<file path="config.mk">
export PLATFORM = sky130hd
export DESIGN_NAME = nsf_front
export DESIGN_NICKNAME = d
export VERILOG_FILES = /design/src/design/nsf_pkg.sv /design/src/design/nsf_front.sv
export SDC_FILE = /design/constraint.sdc
export NUM_CORES = 1
export LEC_CHECK = 0
export BUFFER_PORTS_ARGS = -buffer_cell sky130_fd_sc_hd__buf_4
export CORE_MARGIN = 3
export CORE_UTILIZATION = 51
export CTS_CLUSTER_DIAMETER = 50
export DETAILED_ROUTE_END_ITERATION = 6
export PLACE_DENSITY = 0.78
export SETUP_SLACK_MARGIN = 0.05
export SLEW_MARGIN = 40
export SYNTH_ARGS = -nofsm -noshare
export SYNTH_HDL_FRONTEND = slang
export SYNTH_SLANG_ARGS = --single-unit
</file>
<file path="constraint.sdc">
create_clock -name clk -period 2.7 [get_ports clk]
set_input_delay 0.405 -clock clk [delete_from_list [all_inputs] [get_ports clk]]
set_output_delay 0.405 -clock clk [all_outputs]
set_load 0.02 [all_outputs]
</file>
<file path="src/design/nsf_pkg.sv">
// Shared types and constants of the NMEA sentence framer.
// No dependencies.
`default_nettype none

package nsf_pkg;

    localparam int BUF_DEPTH_DEF = 256;
    localparam int TYPE_COUNT    = 6;
    // Command queue depth between front and back; power of two.
    localparam int QUEUE_DEPTH   = 2;

    localparam logic [1:0] KIND_BYTE   = 2'd0;
    localparam logic [1:0] KIND_READ   = 2'd1;
    localparam logic [1:0] KIND_ENABLE = 2'd2;
    localparam logic [1:0] KIND_CLEAR  = 2'd3;

    localparam logic [2:0] END_UNKNOWN = 3'd6;
    localparam logic [2:0] END_NONE    = 3'd7;

    localparam logic [7:0] CH_DOLLAR = 8'h24;
    localparam logic [7:0] CH_LF     = 8'h0A;
    localparam logic [7:0] CH_CR     = 8'h0D;

    // GGA, GLL, GSA, GSV, RMC, VTG
    localparam logic [7:0] TYPE_CODES [TYPE_COUNT][3] = '{
        '{8'h47, 8'h47, 8'h41},
        '{8'h47, 8'h4C, 8'h4C},
        '{8'h47, 8'h53, 8'h41},
        '{8'h47, 8'h53, 8'h56},
        '{8'h52, 8'h4D, 8'h43},
        '{8'h56, 8'h54, 8'h47}
    };

    typedef struct packed {
        logic [1:0] kind;
        logic [7:0] rx_byte;
        logic [2:0] read_type;
        logic [7:0] read_index;
        logic [5:0] enable_mask;
        logic       is_dollar;
        logic       is_newline;
    } cmd_t;

    typedef struct packed {
        logic valid;
        cmd_t cmd;
    } q_head_t;

endpackage

`default_nettype wire

</file>
<file path="src/design/nsf_front.sv">
// Front end of the sentence framer: input handshake, classification, command queue.
// Depends on nsf_pkg.
`default_nettype none

module nsf_front
    import nsf_pkg::*;
(
    input  wire logic       clk,
    input  wire logic       rst_n,
    input  wire logic       in_valid,
    output logic            in_ready,
    input  wire logic [1:0] kind,
    input  wire logic [7:0] rx_byte,
    input  wire logic [2:0] read_type,
    input  wire logic [7:0] read_index,
    input  wire logic [5:0] enable_mask,
    output q_head_t         head,
    input  wire logic       pop
);

    localparam int PTR_W = (QUEUE_DEPTH > 1) ? $clog2(QUEUE_DEPTH) : 1;
    localparam int CNT_W = $clog2(QUEUE_DEPTH + 1);

    cmd_t             entry_reg [QUEUE_DEPTH];
    logic [PTR_W-1:0] wr_ptr_reg, wr_ptr_next;
    logic [PTR_W-1:0] rd_ptr_reg, rd_ptr_next;
    logic [CNT_W-1:0] fill_reg, fill_next;
    cmd_t             cmd_in;
    logic             push;

    // Classify the incoming word.
    always_comb
    begin
        cmd_in.kind        = kind;
        cmd_in.rx_byte     = rx_byte;
        cmd_in.read_type   = read_type;
        cmd_in.read_index  = read_index;
        cmd_in.enable_mask = enable_mask;
        cmd_in.is_dollar   = (rx_byte == CH_DOLLAR);
        cmd_in.is_newline  = (rx_byte == CH_LF);
    end

    assign in_ready = (fill_reg != CNT_W'(QUEUE_DEPTH));
    assign push     = in_valid && in_ready;

    always_comb
    begin
        wr_ptr_next = push ? wr_ptr_reg + PTR_W'(1) : wr_ptr_reg;
        rd_ptr_next = pop  ? rd_ptr_reg + PTR_W'(1) : rd_ptr_reg;
        fill_next   = fill_reg + CNT_W'(push) - CNT_W'(pop);
    end

    always_ff @(posedge clk or negedge rst_n)
    begin
        if (!rst_n)
        begin
            wr_ptr_reg <= '0;
            rd_ptr_reg <= '0;
            fill_reg   <= '0;
        end
        else
        begin
            wr_ptr_reg <= wr_ptr_next;
            rd_ptr_reg <= rd_ptr_next;
            fill_reg   <= fill_next;
        end
    end

    always_ff @(posedge clk)
    begin
        if (push)
        begin
            entry_reg[wr_ptr_reg] <= cmd_in;
        end
    end

    assign head.valid = (fill_reg != '0);
    assign head.cmd   = entry_reg[rd_ptr_reg];

endmodule

`default_nettype wire

</file>
# ---- Word-level counts from Yosys, hierarchy flattened
# Memory sizes are Yosys's and may differ from the RTL's.
# Cells that the tools add are included.
dict set report word_totals {
  n_memories 1
  mem_bits_rw 58
  ff_bits 4
  out_inout_bits 31
}
dict set report classes {
  reduce_logical 2
  n_mux 2
  n_eq_ne 3
  n_addsub 4
}
# name depth width read_ports rd_clocked_by_memory_dff write_ports line_no
set memory_table {}
lappend memory_table {entry_reg 2 29 1 0 1 nsf_front.sv:24} ;# cmd_t entry_reg [QUEUE_DEPTH];
# operator n
set ops {}
lappend ops {{8-bit by 4-bit equality test with 1-bit output, second input constant} 1}
lappend ops {{8-bit by 6-bit equality test with 1-bit output, second input constant} 1}
lappend ops {{1-bit adder, second input constant} 2}
lappend ops {{2-bit by 1-bit adder with 2-bit output} 1}
lappend ops {{1-bit 2-to-1 mux} 2}
lappend ops {{2-bit != test, second input constant} 1}
lappend ops {{2-bit nonzero test} 1}
lappend ops {{2-bit by 1-bit subtractor with 2-bit output} 1}
lappend ops {{1-bit logical AND} 1}

# ---- Depth between registers and ports, before layout
dict set report logic_depth {
  depth_word 4
  depth_mapped 5
}

# ---- Worst setup path before layout
# No wires, ideal clock.
dict set report synth_timing {
  path_type {register to register}
  startpoint {register fill_reg[0]}
  endpoint {memory entry_reg[0][0] (netlist bit) (enable)}
  path_stages_with_launch 4
  setup_ns 0.415
  setup_slack_ns 0.268
  arrival_time_ns 2.017
  path_buffers 0
  synth_period_minus_slack_ns 2.432
  cell_sequence {dfrtp_1 > nand2b_1 > nand2_1 > nor2_1}
}
dict set report synth_via {
  elab_chain_len 4
}
# element line_no
set synth_rtl {}
lappend synth_rtl {{from (decl)} nsf_front.sv:27} ;# logic [CNT_W-1:0] fill_reg, fill_next;
lappend synth_rtl {{from (signal assigned)} nsf_front.sv:65} ;# fill_reg <= fill_next;
lappend synth_rtl {{2-bit != test} nsf_front.sv:43} ;# assign in_ready = (fill_reg != CNT_W'(QUEUE_DEPTH));
lappend synth_rtl {{named net in_ready} nsf_front.sv:11} ;# output logic in_ready,
lappend synth_rtl {{1-bit logical AND} nsf_front.sv:44} ;# assign push = in_valid && in_ready;
lappend synth_rtl {{1-bit 2-to-1 mux} nsf_front.sv:71} ;# if (push)
lappend synth_rtl {{1-bit 2-to-1 mux (implied by the code)} nsf_front.sv:73} ;# entry_reg[wr_ptr_reg] <= cmd_in;
lappend synth_rtl {{to (decl)} nsf_front.sv:24}
# The timed path passes the listed nets, and every way through them passes these cells.

==> impl_metrics.env <==
export IMPL_status="finished clean"
export IMPL_numCtsBuffers=9
export IMPL_hold_viol_final=0
export IMPL_fin_crit_sh_pct=83.14
export IMPL_synth_top_cells_by_area="edfxtp_1, mux2_2, dfrtp_1"
export IMPL_ys_types=18
export IMPL_use_met3_pct=6.019
export IMPL_synth_cells=112
export IMPL_vias_per_cell=5.228
export IMPL_area_growth_pct=33.96
export IMPL_largest_reg_flops=58
export IMPL_period_needed_ps=2245
export IMPL_postLayoutSetupSlackWorst_ps=455.1
export IMPL_min_path_type="in -> reg"
export IMPL_yosysMostFrequentCell="edfxtp_1"
export IMPL_rows=23
export IMPL_worstPathArrival_ps=1840
export IMPL_synth_nets=144
export IMPL_start_util_pct=55.24
export IMPL_syn_area_per_cell_um2=20.72
export IMPL_cts_sinks=62
export IMPL_clk_latency_ps=330
export IMPL_synth_top_area_cell="edfxtp_1"
export IMPL_yosys_top_cells_count="edfxtp_1, mux2_2, dfrtp_1"
export IMPL_dp_slack_ps=797.7
export IMPL_tns_ps=0
export IMPL_io_buffers=61
export IMPL_grt_max_degree=18
export IMPL_grt_busiest_layer="met2"
export IMPL_critical_path_class="reg -> out"
export IMPL_fillers=265
export IMPL_die_area_um2=5396
export IMPL_post_dp_hpwl_um=2991
export IMPL_die_w_um=73.46
export IMPL_maxSlewViolCount=0
export IMPL_post_cts_setup_buffer_count=0
export IMPL_yosys_warnings=0
export IMPL_required_ps=2300
export IMPL_synth_edff_count=58
export IMPL_antenna_found_initial=0
export IMPL_cts_tree="done"
export IMPL_ys_ff_latch=62
export IMPL_path_clk_slew_ps=70
export IMPL_regArea_um2=1842
export IMPL_cap_violations=0
export IMPL_power_density_nw_per_um2=1136
export IMPL_routed_wl_um=4255
export IMPL_met1_usage_pct=19.06
export IMPL_synthFlopType="edfxtp_1"
export IMPL_clock_skew_ps=6.573
export IMPL_setup_worst_path_end_class="output port"
export IMPL_grt_pass1_wl_um=6492
export IMPL_worstMarginPinSlew_ps=767.9
export IMPL_power_leakage_uw=0.001189
export IMPL_ios=62
export IMPL_synth_yosys_seq_area_share_pct=79.35
export IMPL_grt_overflow=0
export IMPL_first_iter_violations=89
export IMPL_grt_usage_pct=17.11
export IMPL_grt_pass1_vias=1345
export IMPL_max_freq_mhz=445.5
export IMPL_slew_limit_headroom_pct=48.80
export IMPL_vdd_ir_drop_max_mv=0.6012
export IMPL_ctsRootBufferMaster="clkbuf_8"
export IMPL_cts_htree_levels=3
export IMPL_num_vias=1260
export IMPL_diodes=0
export IMPL_synth_top_area_share_pct=75.04
export IMPL_multi_input_area_um2=466.7
export IMPL_grt_use_met2_pct=28.35
export IMPL_rsz0062_at_grt="no"
export IMPL_async_flop_share_pct=6.452
export IMPL_start_kind="register"
export IMPL_wl_per_cell_um=17.66
export IMPL_drive_gt1_share_pct=58.12
export IMPL_synth_area_um2=2321
export IMPL_drtPass1Iterations=4
export IMPL_nets=218
export IMPL_path_max_fanout=17
export IMPL_gp_congestion=0.6770
export IMPL_clock_tree_buffer_depth=2
export IMPL_setup_viol=0
export IMPL_chipHeight_um=73.46
export IMPL_core_area_um2=4202
export IMPL_drc=0
export IMPL_ant_nets=0
## power by group
group          internal [uW]  switching (uW)  total [uW]  leakage [uW]
clock network            543             329         872      0.000110
registers               1320             109        1430      0.000587
logic                    596             636        1230      0.000492
## repair_timing
action                                 4_1_cts  5_1_grt
hold buffers                                 1        0
resized for setup                            0        0
endpoints found under the hold margin        4        0
## area by class of cell
type / instances / area share (%)
Clock inverter: 4 / 2.254
Tap cell: 50 / 2.012
Timing Repair Buffer: 66 / 16.82
Multi-Input combinational cell: 47 / 15.01
Sequential cell: 62 / 59.24
Clock buffer: 12 / 4.668
## critical path: stages, from the launching register on
cell and delay, ps:
dfrtp_1 760, buf_12 240, mux2_2 350, buf_4 160
## layer usage
metal,vias to the layer above,wire (um)
li1,592,-
met1,608,1630
met2,55,2241
met3,5,309
met4,0,73
met5,-,0
## logic make-up after synthesis
kind of cell	after synthesis	synth area share, %
flip-flops	62	79.35
multiplexers	29	14.07
AND/OR/NAND/NOR	11	3.235
XOR/XNOR	4	1.510
buffers and inverters	3	0.6467
AO/OA/AOI/OAI	2	0.6467
adder cells (fa/ha/maj)	1	0.5390
## cell usage in the layout (no fill, tap or decap), types with 2 or more instances in the layout
cell       count
buf_12         2
buf_4         63
bufinv_16      2
clkbuf_1       2
clkbuf_8      10
clkinv_2       2
dfrtp_1        4
edfxtp_1      58
mux2_2        29
nor2_1         2
xnor2_1        3
## worst paths after layout
check	from	end	slack, ps	cells after the start
max	rd_ptr_reg$_DFFE_PN0P_	head[19]	460	3
min	enable_mask[1]	entry_reg[1][3]$_DFFE_PP_	260	1
max reg2reg	fill_reg[0]$_DFF_PN0_	entry_reg[1][24]$_DFFE_PP_	940	3
min reg2reg	wr_ptr_reg$_DFFE_PN0P_	wr_ptr_reg$_DFFE_PN0P_	550	1
max in group asynchronous	rst_n	fill_reg[0]$_DFF_PN0_	2190	2
min in group asynchronous	rst_n	wr_ptr_reg$_DFFE_PN0P_	410	2
## stage by stage
step / hold WS [ps] / area [um2] / utilization (%) / power, uW / cells
after CTS: 242.4 / 3109 / 74.00 / 3575 / 241
final: 261.3 / 3109 / 74.00 / 3532 / 241
after floorplan: 109.4 / 2321 / - / 2148 / 112
after global routing: 235.9 / 3109 / 74.00 / 3692 / 241
after global placement: 205.8 / 2884 / 68.64 / 2639 / 224
after detailed placement: 205.4 / 2884 / 68.64 / 2696 / 224
Power figures use the tool's default switching activity.
